===== config.mk =====
export PLATFORM = sky130hd
export DESIGN_NAME = lsq_front
export DESIGN_NICKNAME = d
export VERILOG_FILES = /design/src/lsq_pkg.sv /design/src/lsq_front.sv
export SDC_FILE = /design/constraint.sdc
export NUM_CORES = 2
export LEC_CHECK = 0
export BUFFER_PORTS_ARGS = -buffer_cell sky130_fd_sc_hd__buf_2
export CORE_UTILIZATION = 45
export CTS_BUF_LIST = sky130_fd_sc_hd__clkbuf_4
export DETAILED_ROUTE_END_ITERATION = 7
export GPL_ROUTABILITY_DRIVEN = 1
export MAX_ROUTING_LAYER = met4
export SYNTH_ARGS = -nofsm -noshare
export SYNTH_HDL_FRONTEND = slang
export SYNTH_SLANG_ARGS = --single-unit

===== constraint.sdc =====
create_clock -name clk -period 16.5 [get_ports clk]
set_input_delay 3.3 -clock clk [delete_from_list [all_inputs] [get_ports clk]]
set_output_delay 3.3 -clock clk [all_outputs]
set_load 0.01 [all_outputs]

===== src/lsq_pkg.sv =====
// shared constants and types for the least-squares line evaluator
package lsq_pkg;

  localparam int MaxPointsDefault = 1024;
  localparam int CoordW = 24;
  localparam int SumW = 35;
  localparam int SqW = 58;
  localparam int FitW = 32;
  localparam int StatW = 2;
  localparam int WideW = 128;
  localparam int CfgIdxW = 1;
  localparam int QueueDepth = 2;

  localparam logic [StatW-1:0] StatOk = 2'd0;
  localparam logic [StatW-1:0] StatDegen = 2'd1;
  localparam logic [StatW-1:0] StatOver = 2'd2;

  localparam logic [CfgIdxW-1:0] RegEvalPoint = 1'd0;
  localparam logic [CfgIdxW-1:0] RegEvalAtLast = 1'd1;

  // one closed run handed from the accumulator to the solver
  typedef struct packed {
    logic [10:0] count;
    logic signed [SumW-1:0] sx;
    logic signed [SumW-1:0] sy;
    logic signed [SqW-1:0] sxx;
    logic signed [SqW-1:0] sxy;
    logic signed [CoordW-1:0] lastx;
    logic over;
  } run_t;

endpackage


===== src/lsq_front.sv =====
// accumulates points of a run and pushes closed runs into the queue
module lsq_front import lsq_pkg::*; #(
  parameter int MaxPoints = MaxPointsDefault
) (
  input  logic                     clk,
  input  logic                     rst,
  input  logic                     take,
  input  logic signed [CoordW-1:0] x_value,
  input  logic signed [CoordW-1:0] y_value,
  input  logic                     last_point,
  output logic                     push,
  output run_t                     run
);
  logic [10:0] count;
  logic signed [SumW-1:0] sx, sy;
  logic signed [SqW-1:0] sxx, sxy;
  logic signed [CoordW-1:0] lastx;
  logic over;
  logic room;
  logic signed [2*CoordW-1:0] pxx, pxy;
  logic [10:0] count_next;
  logic signed [SumW-1:0] sx_next, sy_next;
  logic signed [SqW-1:0] sxx_next, sxy_next;
  logic signed [CoordW-1:0] lastx_next;

  assign room = count < 11'(MaxPoints);
  assign pxx = x_value * x_value;
  assign pxy = x_value * y_value;

  always_comb begin
    count_next = count;
    sx_next = sx;
    sy_next = sy;
    sxx_next = sxx;
    sxy_next = sxy;
    lastx_next = lastx;
    if (room) begin
      count_next = count + 11'd1;
      sx_next = sx + SumW'(x_value);
      sy_next = sy + SumW'(y_value);
      sxx_next = sxx + SqW'(pxx);
      sxy_next = sxy + SqW'(pxy);
      lastx_next = x_value;
    end
  end

  always_ff @(posedge clk) begin
    if (rst) begin
      count <= '0;
      sx <= '0;
      sy <= '0;
      sxx <= '0;
      sxy <= '0;
      lastx <= '0;
      over <= 1'b0;
      push <= 1'b0;
    end else begin
      push <= take && last_point;
      if (take) begin
        run <= '{count_next, sx_next, sy_next, sxx_next, sxy_next, lastx_next,
                 over | ~room};
        if (last_point) begin
          count <= '0;
          sx <= '0;
          sy <= '0;
          sxx <= '0;
          sxy <= '0;
          lastx <= '0;
          over <= 1'b0;
        end else begin
          count <= count_next;
          sx <= sx_next;
          sy <= sy_next;
          sxx <= sxx_next;
          sxy <= sxy_next;
          lastx <= lastx_next;
          over <= over | ~room;
        end
      end
    end
  end
endmodule


* Word-level counts from Yosys, hierarchy flattened *
Index checks and enable logic that the tools add are counted.
Widths: inputs -> output; s select.

storage, ports and cells
  register bits = 445
  output and inout port bits = 223
  logic and storage cells = 41
  bits of input ports = 52

operators by class
  multiplexer cells = 13
  bitwise gates (word level) = 3
  multiply operators = 2
  add/subtract/negate cells = 5
  magnitude comparators = 1
  reductions and logical operators = 2

operators with widths
  kind                   count
  $mux 58                4
  $mux 35                4
  $add 58x48->58         2
  $mul 24x24->48         2
  $add 35x24->35         2
  $mux 24                2
  $mux 11                2
  $add 11x1->11 const B  1
  $lt 11x11->1 const B   1
  $not 1->1              2
  $reduce_and 2->1       1
  $logic_and 1x1->1      1
  $mux 1                 1
  $or 1x1->1             1

* Logic depth before layout (Yosys ltp) *
  depth after elaboration = 4
  depth in mapped cells = 30
  depth with buffers taken out = 28

* Worst setup path before layout *
No wires, ideal clock.

  path type = in2reg
  start point = input port take
  end point = register run[0] (netlist name) (enable)
  buffers on the path = 3
  arrival time = 13.859 ns
  stages = 4
  path slack = 1.801 ns
  required time = 15.661 ns
  library setup time = 0.839 ns
  path through = clkbuf_1 -> clkbuf_1 -> clkbuf_1 -> nor2b_1

between the ends
  word-level cells in the longest chain between the ends = 1

ends and longest elaborated chain
  element                     RTL line         text
  from (decl)                 lsq_front.sv:7   input logic take,
  $reduce_and 2->1 (no line)  -
  to (signal assigned)        lsq_front.sv:60  run <= '{count_next, sx_next, sy_next, sxx_next, sxy_next, lastx_next,
  to (decl)                   lsq_front.sv:12  output run_t run

No other way between the ends.
A chain may end at the register's enable or synchronous reset.

* Final worst setup path *
  start point = input port x_value[23]
  end point = register run[137] (netlist name), data pin

between the ends
  word-level cells in the longest chain between the ends = 3

ends and longest elaborated chain
  element           RTL line         text
  from (decl)       lsq_front.sv:8   input logic signed [CoordW-1:0] x_value,
  $mul 24x24->48    lsq_front.sv:27  assign pxx = x_value * x_value;
  $add 58x48->58    lsq_front.sv:41  sxx_next = sxx + SqW'(pxx);
  $mux 58           lsq_front.sv:37  if (room) begin
  via sxx_next[54]  lsq_front.sv:23  logic signed [SqW-1:0] sxx_next, sxy_next;

The timed path passes the listed nets, and every way through them passes these cells.

==> results by group <==
Status
  – Outcome: finished, final reports clean

STA
  – Min cycle time layout: ~12 ns
  – Fmax: around 0.086 GHz
  – Setup violations, final: 0
  – RSZ-0062 raised after global routing: false
  – Setup TNS: 0 ns
  – Final slew viol count: 0
  – Max-slew headroom: a little over a quarter
  – Clk_skew: 0.0874 ns
  – Fin crit share: between 70% and 80%
  – Hold Violations, Final: 0
  – Final worst setup slack: around 4.9 ns
  – Worst Tran Pin Value: around 1.1 ns

Critical path
  – CP delay by family, top: adder cells
  – Critical path arrival: about 12 ns
  – CP Max Fanout: 46
  – Req. time, crit path: about 17 ns
  – Crit start category: input port
  – Crit. End Element: flip-flop
  – Crit Path Class: input port to flip-flop
  – CP most frequent cell: fa_1
  – CP Buf/Inv Count: 7
  – Crit path max-delay cell type: fa_1
  – CP peak stage delay: about 1.1 ns

Global route
  – Global-route usage over all layers: approximately a quarter
  – Initial antenna violation count: 16
  – Grt total ovfl: 0
  – Largest net degree at the start of global routing: 84
  – Vias in the first global route: 52500
  – First-pass GRT wire length: 291000 um

Clock tree
  – Root Driver: clkbuf_4
  – Clock insertion delay at the later pin of the skew report: approximately 1.2 ns
  – Post-CTS Setup Bufs: 0
  – CTS tree: yes
  – CTS Sinks: ~450
  – Hold Buf Count CTS: 0
  – CTS Buf Count: around 140
  – Worst-path clk slew: roughly 0.06 ns
  – CTS resizes: 0
  – CTS Buffer Depth: 3
  – H-tree Lvls: 4

Synth
  – Post-synthesis cell count: around 7200
  – Synthesized Nets: ~9000
  – Sequential fraction of the synthesis area: between 10% and 20%
  – Async S/R FF share, synth: 0%
  – FF+latch count, synth: 445
  – Post-synth EDFFs: around 220
  – Largest area contributor in the netlist: fa_1
  – Cell Area, Synth: 67500 sq um
  – Top FF cell, synth: dfxtp_1
  – Synth Warn #: 0
  – Synth cell types: 80
  – Avg Inst Size Synth: approximately 9.4 sq um
  – Top cells by area, synth: fa_1 (40%), edfxtp_1 (9.9%), inv_1 (9.0%)
  – Synth top area share: 39.8%

Floorplan
  – IO Pins: around 280
  – Die Height: 389 um
  – Die area: approximately 150000 sq um
  – Initial Util: between 40 and 50%
  – Core area: approximately 150000 sq um
  – Core Rows: about 140
  – Chip width: 389 um

Drt
  – Vias per inst: roughly 5.2
  – Final ANT Viol Nets: 0
  – Drt drc: 0
  – Drt initial violations: between 3000 and 4000
  – Total Routed Length: between 150000 and 200000 um
  – Vias: approximately 50000
  – Drt pass-1 iters: 6
  – Wire per inst: between 15 and 20 um

Place
  – DP Cell Count: slightly above 9000
  – Dpl hpwl: approximately 140000 um
  – IO buf count: 274
  – DP Worst Slack: between 3 and 4 ns
  – Final GP Congestion: slightly above 0.9

Cells and area
  – Area Overhead vs Synth: 7.54%
  – Final Net Count: slightly above 9000
  – Commonest non-fill, non-tap cell in the layout: inv_1
  – Layout cell share with drive strength beyond 1: under 10%
  – FILL cells: 14300
  – Most frequent cells in the layout: inv_1 (1613), fa_1 (1340), nand2_1 (853)
  – Seq. cell area: roughly 11000 sq um
  – Finished Layout Cells: roughly 9500
  – Final core occ: between 40 and 50%
  – Area of the multi-input gates: just under 50000 sq um

Hold path
  – Worst Hold Class: flip-flop to flip-flop

Flow run
  – Max_cap viols: 0
metrics by stage:
stage / area, sq um / hold WS (ns)
3_5_place_dp: 70600 / 0.475
2_1_floorplan: 67500 / 0.451
3_3_place_gp: 70600 / 0.461
4_1_cts: 72500 / 0.489
5_1_grt: 72600 / 0.519
6_report: 72600 / 0.488
cell type report:
class / instances / area share [%]
clock buffer: 195 / 2.02
antenna: 23 / 0.0793
inverter: 1616 / 8.36
timing repair buffer: 330 / 2.49
sequential: 445 / 15.3
tap: 2002 / 3.45
clock inverter: 68 / 0.560
multi-input combinational: 4810 / 67.7
worst register-to-register path: stages, from the launching register on:
cell and delay, ns:
dfxtp_1 0.33, ha_1 0.32, fa_1 0.50, inv_1 0.05, fa_1 0.50, inv_1 0.04, ha_1 0.27, inv_1 0.05
fa_1 0.48, inv_1 0.05, ha_1 0.40, a211oi_1 0.34, o21ai_0 0.20, nor3_1 0.69, nor3_1 0.27, o2111a_1 0.37
o21ai_0 0.77, o211ai_1 0.27, o31ai_1 0.44, o21ai_0 0.19, xnor2_1 0.26, o21ai_0 0.13
cells by family (layout without fill, tap and decap cells):
family | Yosys count | count (layout) | synth area share [%]
muxes | 47 | 47 | 0.768
and+or+nand+nor | 1823 | 1823 | 12.6
xor gates and xnor gates | 204 | 204 | 2.65
AOI/OAI and AO/OA | 943 | 943 | 8.60
other | 0 | 23 | 0
buffers and inverters | 1933 | 2209 | 10.8
adders and majority gates | 1793 | 1793 | 48.1
DFF | 445 | 445 | 16.5
layer usage:
layer | GRT usage (%) | wire, um
met1 | 33.0 | 76600
met2 | 40.8 | 87200
met3 | 5.49 | 13400
met4 | 7.61 | 4800
met5 | - | 0
flip-flops by register name, summed over array words and instances, names as in the netlist:
name	cells
sy	35
over	1
sxy	58
run	222
push	1
sx	35
sxx	58
lastx	24
count	11
cells in the mapped netlist (34+ instances only):
library cell and n:
inv_1 1614, dfxtp_1 223, a21oi_1 289, xor2_1 89, nor3_1 34, and2_1 323, edfxtp_1 222, ha_1 453
o21ai_0 292, fa_1 1340, nor2_1 283, nor2b_1 180, nand3_1 48, mux2_2 38, xnor2_1 115, nand2_1 854
clkbuf_1 300, a21o_1 98
worst paths after layout:
path	startpoint	end	slack, ns	cells past startpoint
worst max register to register	sxy[9]$_SDFFE_PP0P_	run[71]$_DFFE_PP_	9.35	21
worst max-delay path	x_value[23]	run[137]$_DFFE_PP_	4.88	27
worst min register to register	sxx[52]$_SDFFE_PP0P_	sxx[52]$_SDFFE_PP0P_	0.49	2
worst min-delay path	sxx[52]$_SDFFE_PP0P_	sxx[52]$_SDFFE_PP0P_	0.49	2
Power is not shown: default switching activity piles up to over one toggle a cycle in this logic, so the estimate is an artifact.
