`src/lsq_pkg.sv`:
```
// shared constants and types for the least-squares line evaluator
package lsq_pkg;

  localparam int MaxPointsDefault = 1024;
  localparam int CoordW = 24;
  localparam int SumW = 35;
  localparam int SqW = 58;
  localparam int FitW = 32;
  localparam int StatW = 2;
  localparam int WideW = 128;
  localparam int CfgIdxW = 1;
  localparam int QueueDepth = 2;

  localparam logic [StatW-1:0] StatOk = 2'd0;
  localparam logic [StatW-1:0] StatDegen = 2'd1;
  localparam logic [StatW-1:0] StatOver = 2'd2;

  localparam logic [CfgIdxW-1:0] RegEvalPoint = 1'd0;
  localparam logic [CfgIdxW-1:0] RegEvalAtLast = 1'd1;

  // one closed run handed from the accumulator to the solver
  typedef struct packed {
    logic [10:0] count;
    logic signed [SumW-1:0] sx;
    logic signed [SumW-1:0] sy;
    logic signed [SqW-1:0] sxx;
    logic signed [SqW-1:0] sxy;
    logic signed [CoordW-1:0] lastx;
    logic over;
  } run_t;

endpackage

```
`src/lsq_ram.sv`:
```
// generic single-port-write, registered-read memory
module lsq_ram #(
  parameter int Width = 8,
  parameter int Depth = 2
) (
  input  logic                     clk,
  input  logic                     we,
  input  logic [$clog2(Depth)-1:0] waddr,
  input  logic [Width-1:0]         wdata,
  input  logic [$clog2(Depth)-1:0] raddr,
  output logic [Width-1:0]         rdata
);
  logic [Width-1:0] mem [Depth];

  always_ff @(posedge clk) begin
    if (we) begin
      mem[waddr] <= wdata;
    end
    rdata <= mem[raddr];
  end
endmodule

```
`src/lsq_queue.sv`:
```
// short queue of closed runs between accumulator and solver
module lsq_queue import lsq_pkg::*; (
  input  logic clk,
  input  logic rst,
  input  logic push,
  input  run_t wdata,
  input  logic pop,
  output logic not_empty,
  output logic full,
  output run_t rdata
);
  localparam int AW = $clog2(QueueDepth);
  logic [AW-1:0] wp, rp;
  logic [AW:0] fill;
  logic [AW-1:0] rp_next;
  logic [AW:0] fill_next;

  // registered read: address the next head so data is ready when it shows
  assign rp_next = pop ? rp + 1'b1 : rp;
  assign fill_next = fill + (AW+1)'(push) - (AW+1)'(pop);

  lsq_ram #(.Width($bits(run_t)), .Depth(QueueDepth)) u_ram (
    .clk(clk), .we(push), .waddr(wp), .wdata(wdata),
    .raddr(rp_next), .rdata(rdata)
  );

  always_ff @(posedge clk) begin
    if (rst) begin
      wp <= '0;
      rp <= '0;
      fill <= '0;
      not_empty <= 1'b0;
    end else begin
      if (push) wp <= wp + 1'b1;
      rp <= rp_next;
      fill <= fill_next;
      // a write becomes readable the cycle after it lands
      not_empty <= (fill_next != '0) && !(push && fill == '0 && !pop) &&
                   !(push && pop && fill == (AW+1)'(1));
    end
  end
  assign full = fill >= (AW+1)'(QueueDepth - 1);
endmodule

```
`config.mk`:
```
export PLATFORM = sky130hd
export DESIGN_NAME = lsq_queue
export DESIGN_NICKNAME = d
export VERILOG_FILES = /design/src/lsq_pkg.sv /design/src/lsq_ram.sv /design/src/lsq_queue.sv
export SDC_FILE = /design/constraint.sdc
export NUM_CORES = 1
export LEC_CHECK = 0
export ABC_AREA = 1
export BUFFER_PORTS_ARGS = -buffer_cell sky130_fd_sc_hd__buf_4
export CORE_MARGIN = 2
export CORE_UTILIZATION = 54
export DETAILED_ROUTE_END_ITERATION = 8
export PLACE_DENSITY = 0.79
export SYNTH_ARGS = -nofsm -noshare
export SYNTH_HDL_FRONTEND = slang
export SYNTH_SLANG_ARGS = --single-unit
```
`constraint.sdc`:
```
create_clock -name clk -period 14.5 [get_ports clk]
set_clock_uncertainty 0.2 [all_clocks]
set_input_delay 0 -clock clk [delete_from_list [all_inputs] [get_ports clk]]
set_output_delay 0 -clock clk [all_outputs]
set_load 0.1 [all_outputs]
```
After elaboration in Yosys (flattened, before gate mapping)

Memories as Yosys holds them, arrays and structs flattened. A register that Yosys moved wholly into a read port is not among the register bits.
Index checks and enable logic that the tools add are counted.

Output and inout port bits: 224
Register bits after elaboration: 5
Bits in writable memories: 444
Memories: 1

Mux-type cells: 3
Reductions and logical operators: 11
Order comparisons: 1
Eq/ne operators: 1
Add/subtract/negate cells: 4

Memory list:

| name      | depth | width | rd ports | clocked after Yosys merged registers in | write ports | RTL line      | source |
|---|---|---|---|---|---|---|---|
| u_ram.mem | 2     | 222   | 1        | 1                                       | 1           | lsq_ram.sv:13 | `logic [Width-1:0] mem [Depth];` |

Operators with widths:

| operator                                                          | count |
|---|---|
| logical AND 1 bit                                                 | 6 |
| logical NOT 1 bit                                                 | 3 |
| two-way mux 1 bit                                                 | 3 |
| adder 1 bit, second input constant                                | 2 |
| adder 2 x 1 -> 2 bit                                              | 1 |
| equality test 2 x 1 -> 1 bit, second input constant               | 1 |
| greater-or-equal comparator 2 x 1 -> 1 bit, second input constant | 1 |
| logical NOT 2 bit                                                 | 1 |
| nonzero test 2 bit                                                | 1 |
| subtractor 2 x 1 -> 2 bit                                         | 1 |

Depth between registers and ports, before layout

Gate-level depths: netlist (run 1).

Depth after elaboration: 6
Gate-level depth with buffers: 9
Depth with buffers taken out: 9

Modules after synthesis

A second synthesis (run 1) with hierarchy kept.

Cells, all modules: 1425
Area total of the unflattened synthesis: 20940.1 um^2

Modules (own cells, without submodules):

| module    | cells each | times used | area an instance (um^2) | seq. area each (um^2) |
|---|---|---|---|---|
| lsq_ram   | 1386       | 1          | 20674.8                 | 17777.0 |
| lsq_queue | 39         | 1          | 265.3                   | 100.1 |

Worst setup path before layout (run 1)

OpenSTA, ideal clock, no wires.

Path kind: reg-to-reg
Start: reg wp
End: mem u_ram.mem[0][0] (netlist name) (enable)
Setup time: 0.816 ns
Required time: 13.484 ns
Setup slack: 3.983 ns
Path buffers: 0
Cell stages (with the launch flop): 2
Data arrival time: 9.501 ns
Cells stage by stage: dfxtp_1 -> nor2_1

RTL lines:

| element                | RTL line        | source |
|---|---|---|
| start, declared        | lsq_queue.sv:13 | `logic [AW-1:0] wp, rp;` |
| start signal, assigned | lsq_queue.sv:34 | `if (push) wp <= wp + 1'b1;` |
| end, declared          | lsq_ram.sv:13   |  |

Straight into the memory's write port.

Worst setup path after layout (run 1)

Start: reg rp
End: reg u_ram.rdata[126], read port of u_ram.mem

Longest elaborated chain between the ends: 2

RTL lines:

| element                | RTL line        | source |
|---|---|---|
| start, declared        | lsq_queue.sv:13 |  |
| start signal, assigned | lsq_queue.sv:35 | `rp <= rp_next;` |
| adder 1 bit            | lsq_queue.sv:19 | `assign rp_next = pop ? rp + 1'b1 : rp;` |
| two-way mux 1 bit (*)  | lsq_queue.sv:19 |  |
| end, declared          | lsq_ram.sv:11   | `output logic [Width-1:0] rdata` |

Every way passes the cells marked *; elsewhere a longest branch is shown, timed or not.
A chain may end at the register's enable or synchronous reset.

==> flow_summary.json, run 1 <==
{
  "run_status": "complete, no violations",
  "clk_pin_slew_ps": 70,
  "grtUsageMet2": 0.5450,
  "drc_errors": 0,
  "ctsHoldBuffers": 451,
  "die_y_um": 201.6,
  "rsz0062_at_grt": "no",
  "final_cell_mix": "455 x buf_4, 451 x dlygate4sd3_1, 444 x edfxtp_1",
  "synthMuxAreaShare": 0,
  "ys_warn_count": 0,
  "power_density_nw_per_um2": 165.2,
  "layout.nets": 2575,
  "cts_sinks": 671,
  "post-place-cells": 2346,
  "cts_max_level": 3,
  "startpoint": "rp",
  "synth_seq_cells": 671,
  "cts_tree": "done",
  "grt_use_met1": 0.3380,
  "num_vias": 14770,
  "antenna_left": 0,
  "grt_overflow": 0,
  "hold_viol_final": 0,
  "cp_max_fo": 299,
  "synthXorXnorAreaFrac": 0.0007713,
  "clockBufferDepth": 3,
  "slew_headroom": 0.1874,
  "antenna_found_initial": 5,
  "grt_pass1_wl_mm": 93.03,
  "wl_per_cell_um": 21.09,
  "pre_cts_slack_ps": 10960,
  "worstSkewPairLatency_ps": 590,
  "cts_buffers": 66,
  "post-route-min-period_ps": 3634,
  "dieArea_sq_um": 40650,
  "rr_worst_depth": 4,
  "netlist_area_sq_um": 21090,
  "p_leak_nw": 13.32,
  "grt_max_degree": 300,
  "min_from": "push",
  "ir_drop_mv": 0.1620,
  "grt_pass1_vias": 16110,
  "yosys.area_share.adder": 0.001187,
  "cp-end-kind": "flop",
  "avgSynthCellArea_sq_um": 14.84,
  "yosysSeqAreaShare": 0.8477,
  "synth_fp_nets": 1649,
  "drv_slew": 0,
  "io_buffer_count": 449,
  "core-area_sq_um": 38560,
  "synth_compound_area_frac": 0.05292,
  "final_common_cell": "buf_4",
  "initial_core_util": 0.5470,
  "cts-root-buf": "clkbuf_16",
  "pin_count": 450,
  "syn2layout_area_growth_pct": 49.75,
  "dpl-instance-area_sq_um": 24930,
  "die_w_um": 201.6,
  "critPathKind": "flop to flop",
  "whs_endpoint": "wp",
  "fillers": 1659,
  "cp_cell_sequence": "xnor2_4 > buf_12 > buf_4 > o21ai_0",
  "yosys.area_share.simple": 0.04313,
  "synth_top_family_by_area": "buffers and inverters",
  "worst_ep_arrival_time_ps": 3820,
  "num_rows": 72,
  "layoutNonFillerInstCount": 2920,
  "cts_setup_buffers": 0,
  "tightestPinTransition_ps": 1219,
  "maxCapViolCount": 0,
  "busiest_layer": "met2",
  "hold_class": "primary input to flop",
  "avgViaCountPerCell": 5.057,
  "gp_congestion": 0.8121,
  "r2r_start": "rp",
  "worst_slack_ps": 10870,
  "synthesis.instances": 1421,
  "totalWireLength_mm": 61.58,
  "drt_iter0_markers": 1042,
  "r2r-end": "u_ram.rdata[126]",
  "fmax_mhz": 275.2,
  "min_period_over_period": 0.2506,
  "synth_cell_types": 16,
  "slowest_delay_ps": 950,
  "worst_path_max_delay_cell": "buf_4",
  "regToRegSetupSlack_ps": 10870,
  "cts.repair.resized": 0,
  "setup_viol": 0,
  "use_met3": 0.07094,
  "whs_path_depth": 4,
  "crit_required_ps": 14680,
  "dp_hpwl_mm": 27.28,
  "postLayoutCellArea_sq_um": 31580,
  "firstDrtPassIters": 5,
  "cp-start-kind": "flop",
  "drive_above_1_share": 0.2304,
  "grt_use_total": 0.3035,
  "finalSetupTns_ps": 0
}
[sequential cells by signal (all words and copies together), names as in the netlist]
name,cells
rp,1
not_empty,1
u_ram.mem,444
fill,2
u_ram.rdata,222
wp,1
[cells in the mapped netlist]
| master | count | area [sq um] |
|---|---|---|
| a21oi_1 | 1 | 5.000 |
| dfxtp_1 | 227 | 4544 |
| nor2_1 | 5 | 18.77 |
| nor3_1 | 1 | 5.000 |
| clkbuf_1 | 22 | 82.58 |
| edfxtp_1 | 444 | 13330 |
| buf_2 | 12 | 60.06 |
| inv_1 | 234 | 878.3 |
| ha_1 | 2 | 25.02 |
| xnor2_2 | 1 | 16.27 |
| buf_4 | 12 | 90.09 |
| o21ai_0 | 163 | 815.8 |
| nand3_1 | 3 | 15.01 |
| o21ai_1 | 59 | 295.3 |
| nand2_1 | 232 | 870.8 |
| buf_6 | 3 | 33.78 |
[cells by family after synthesis]
| group | count (synthesis) |
|---|---|
| XOR/XNOR | 1 |
| flip-flops | 671 |
| AND/OR/NAND/NOR | 241 |
| AO/OA/AOI/OAI | 223 |
| buffers and inverters | 283 |
| adder cells (fa/ha/maj) | 2 |
[metrics by stage]
stage,total power (W),utilization,hold slack [ps]
after floorplan,0.003136,-,-130.9
after global placement,0.003372,0.6466,-14.88
after detailed placement,0.003390,0.6466,-12.46
after CTS,0.005146,0.8187,70.34
after global routing,0.005352,0.8189,147.9
final,0.005216,0.8191,129.5
[worst max-delay path, delay by kind of cell (launching register included)]
family	cells	cell delay [ps]
flip-flops	1	370
buffers and inverters	2	1810
XOR/XNOR	1	660
AO/OA/AOI/OAI	1	260
[metal layers]
layer	wire length [um]	vias up
li1	-	6611
met1	21740	7166
met3	4746	183
met4	2953	2
met5	13	-
met2	32120	805
[report_power, final]
group | switching [W] | total (W) | leakage (nW) | internal (W)
registers | 0.0000678 | 0.00228 | 6.08 | 0.00221
logic | 0.000943 | 0.00122 | 6.20 | 0.000279
clock network | 0.000727 | 0.00172 | 1.04 | 0.000988
[how the worst max path moves through the flow]
stage                     slack [ps]                end  depth (start not counted)
after floorplan                 3980    u_ram.mem[0][0]                          1
after CTS                      10910  u_ram.mem[0][150]                          3
after detailed placement       10960  u_ram.mem[0][124]                          3
after global placement         11070  u_ram.mem[0][150]                          3
after global routing           10560    u_ram.rdata[94]                          4
final                          10870   u_ram.rdata[126]                          4
[final cells by class]
class,instances,area [sq um],share of cell area
clock buffer,93,1864,0.05903
clock inverter,24,254.0,0.008043
antenna,6,15.01,0.0004754
sequential,671,17880,0.5661
inverter,234,885.9,0.02805
tap,518,648.1,0.02052
timing repair buffer,907,7950,0.2517
multi-input combinational,467,2086,0.06605
Note: power is estimated with default switching activity, not from simulation.
==> run 2, diff against run 1 <==
CORE_UTILIZATION = 48   (was 54)
PLACE_DENSITY = 0.74   (was 0.79)
clock period = 3.15 ns   (was 14.5 ns; I/O delays follow)
==> run 2 against run 1 <==
Die area grew 12%. Clock power grew to 4.6 times the previous value. Critical path depth grew 3. Critical endpoint is now fill[0]. Sequential share of layout area shrank 0.41 points.
==> flow_summary.json, run 2 (same netlist as run 1, synthesis figures left out) <==
{
  "rsz0062_at_grt": "no",
  "drt_iter0_markers": 1140,
  "grt_pass1_wl_mm": 84.12,
  "dp_hpwl_mm": 27.50,
  "run_status": "complete, no violations",
  "power_density_nw_per_um2": 752.7,
  "min_period_over_period": 0.6558,
  "antenna_left": 0,
  "top_register": "u_ram.mem",
  "initial_core_util": 0.4874,
  "antenna_found_initial": 5,
  "layout.nets": 2579,
  "dieArea_sq_um": 45630,
  "postLayoutCellArea_sq_um": 31810,
  "top_regs": "u_ram.mem x444, u_ram.rdata x222, fill x2",
  "pin_count": 450,
  "cts_setup_buffers": 0,
  "dpl-instance-area_sq_um": 25180,
  "post-place-cells": 2422,
  "cts-root-buf": "clkbuf_16",
  "largest_register_ff_count": 444,
  "hold_viol_final": 0,
  "ir_drop_mv": 0.6275,
  "cts_tree": "done",
  "slew_headroom": 0.4326,
  "fmax_mhz": 484.1,
  "worstSkewPairLatency_ps": 570,
  "hold_class": "primary input to flop",
  "cp-start-kind": "flop",
  "drv_slew": 0,
  "firstDrtPassIters": 5,
  "tightestPinTransition_ps": 851.1,
  "cts_buffers": 67,
  "wl_per_cell_um": 19.05,
  "die_w_um": 213.6,
  "grt_overflow": 0,
  "num_rows": 76,
  "maxCapViolCount": 0,
  "final_common_cell": "buf_4",
  "setup_viol": 0,
  "ctsHoldBuffers": 445,
  "drive_above_1_share": 0.2344,
  "syn2layout_area_growth_pct": 50.85,
  "grt_use_total": 0.2451,
  "clk_pin_slew_ps": 60,
  "grt_max_degree": 126,
  "cp-end-kind": "flop",
  "cts_sinks": 671,
  "totalWireLength_mm": 57.05,
  "gp_congestion": 0.7703,
  "cp_max_fo": 3,
  "post-route-min-period_ps": 2066,
  "num_vias": 14440,
  "final_cell_mix": "456 x buf_4, 445 x dlygate4sd3_1, 444 x edfxtp_1",
  "avgViaCountPerCell": 4.821,
  "regToRegSetupSlack_ps": 1080,
  "cts_max_level": 3,
  "layoutNonFillerInstCount": 2995,
  "crit_required_ps": 3410,
  "die_y_um": 213.6,
  "p_leak_nw": 13.38,
  "drc_errors": 0,
  "cts.repair.resized": 0,
  "clockBufferDepth": 3,
  "io_buffer_count": 449,
  "critPathKind": "flop to flop",
  "worst_ep_arrival_time_ps": 2330,
  "core-area_sq_um": 43270,
  "grt_pass1_vias": 15490,
  "hold_ws_ps": 20.22
}
## run 2: worst paths after layout
path | from | to | depth (start not counted)
worst min register to register | u_ram.mem[0][3] | u_ram.rdata[3] | 2
worst max register to register | fill[0] | fill[0] | 7
worst max-delay path | fill[0] | fill[0] | 7
worst min-delay path | wdata[18] | u_ram.mem[0][18] | 2
## run 2: worst max-delay path, stage by stage, from the launching register on
cell	delay, ps
dfxtp_1	340
inv_1	80
ha_1	300
inv_1	50
ha_1	270
inv_1	110
nor2_1	50
dlygate4sd3_1	560
## run 2: cell type report
class	instances	area, sq um
antenna	8	20.02
clock buffer	104	2019
clock inverter	16	135.1
fill	2380	11450
inverter	234	882.1
multi-input combinational	467	2088
sequential	671	17880
tap	585	732.0
timing repair buffer	910	8058
## run 2: through the flow
| stage | TNS [ps] | util | power (W) | setup WS, ps |
|---|---|---|---|---|
| after floorplan | -493950 | - | 0.01438 | -1160 |
| after global placement | 0 | 0.5821 | 0.01557 | 1237 |
| after detailed placement | 0 | 0.5821 | 0.01566 | 1193 |
| after CTS | 0 | 0.7348 | 0.02379 | 1120 |
| after global routing | 0 | 0.7351 | 0.02466 | 896.3 |
| final | 0 | 0.7353 | 0.02395 | 1084 |
## run 2: routing by layer
metal | global-route usage | vias up | share of wire
met2 | 0.4358 | 706 | 0.51
met4 | 0.1207 | 0 | 0.046
li1 | - | 6619 | -
met1 | 0.2626 | 6932 | 0.35
met3 | 0.07967 | 183 | 0.088
met5 | 0 | - | 0
## run 2: power by group
group	leakage [nW]	total (W)	internal, W	switching (W)
combinational	6.24	0.00564	0.00132	0.00432
clock	1.05	0.00786	0.00458	0.00328
sequential	6.08	0.0104	0.0102	0.000266
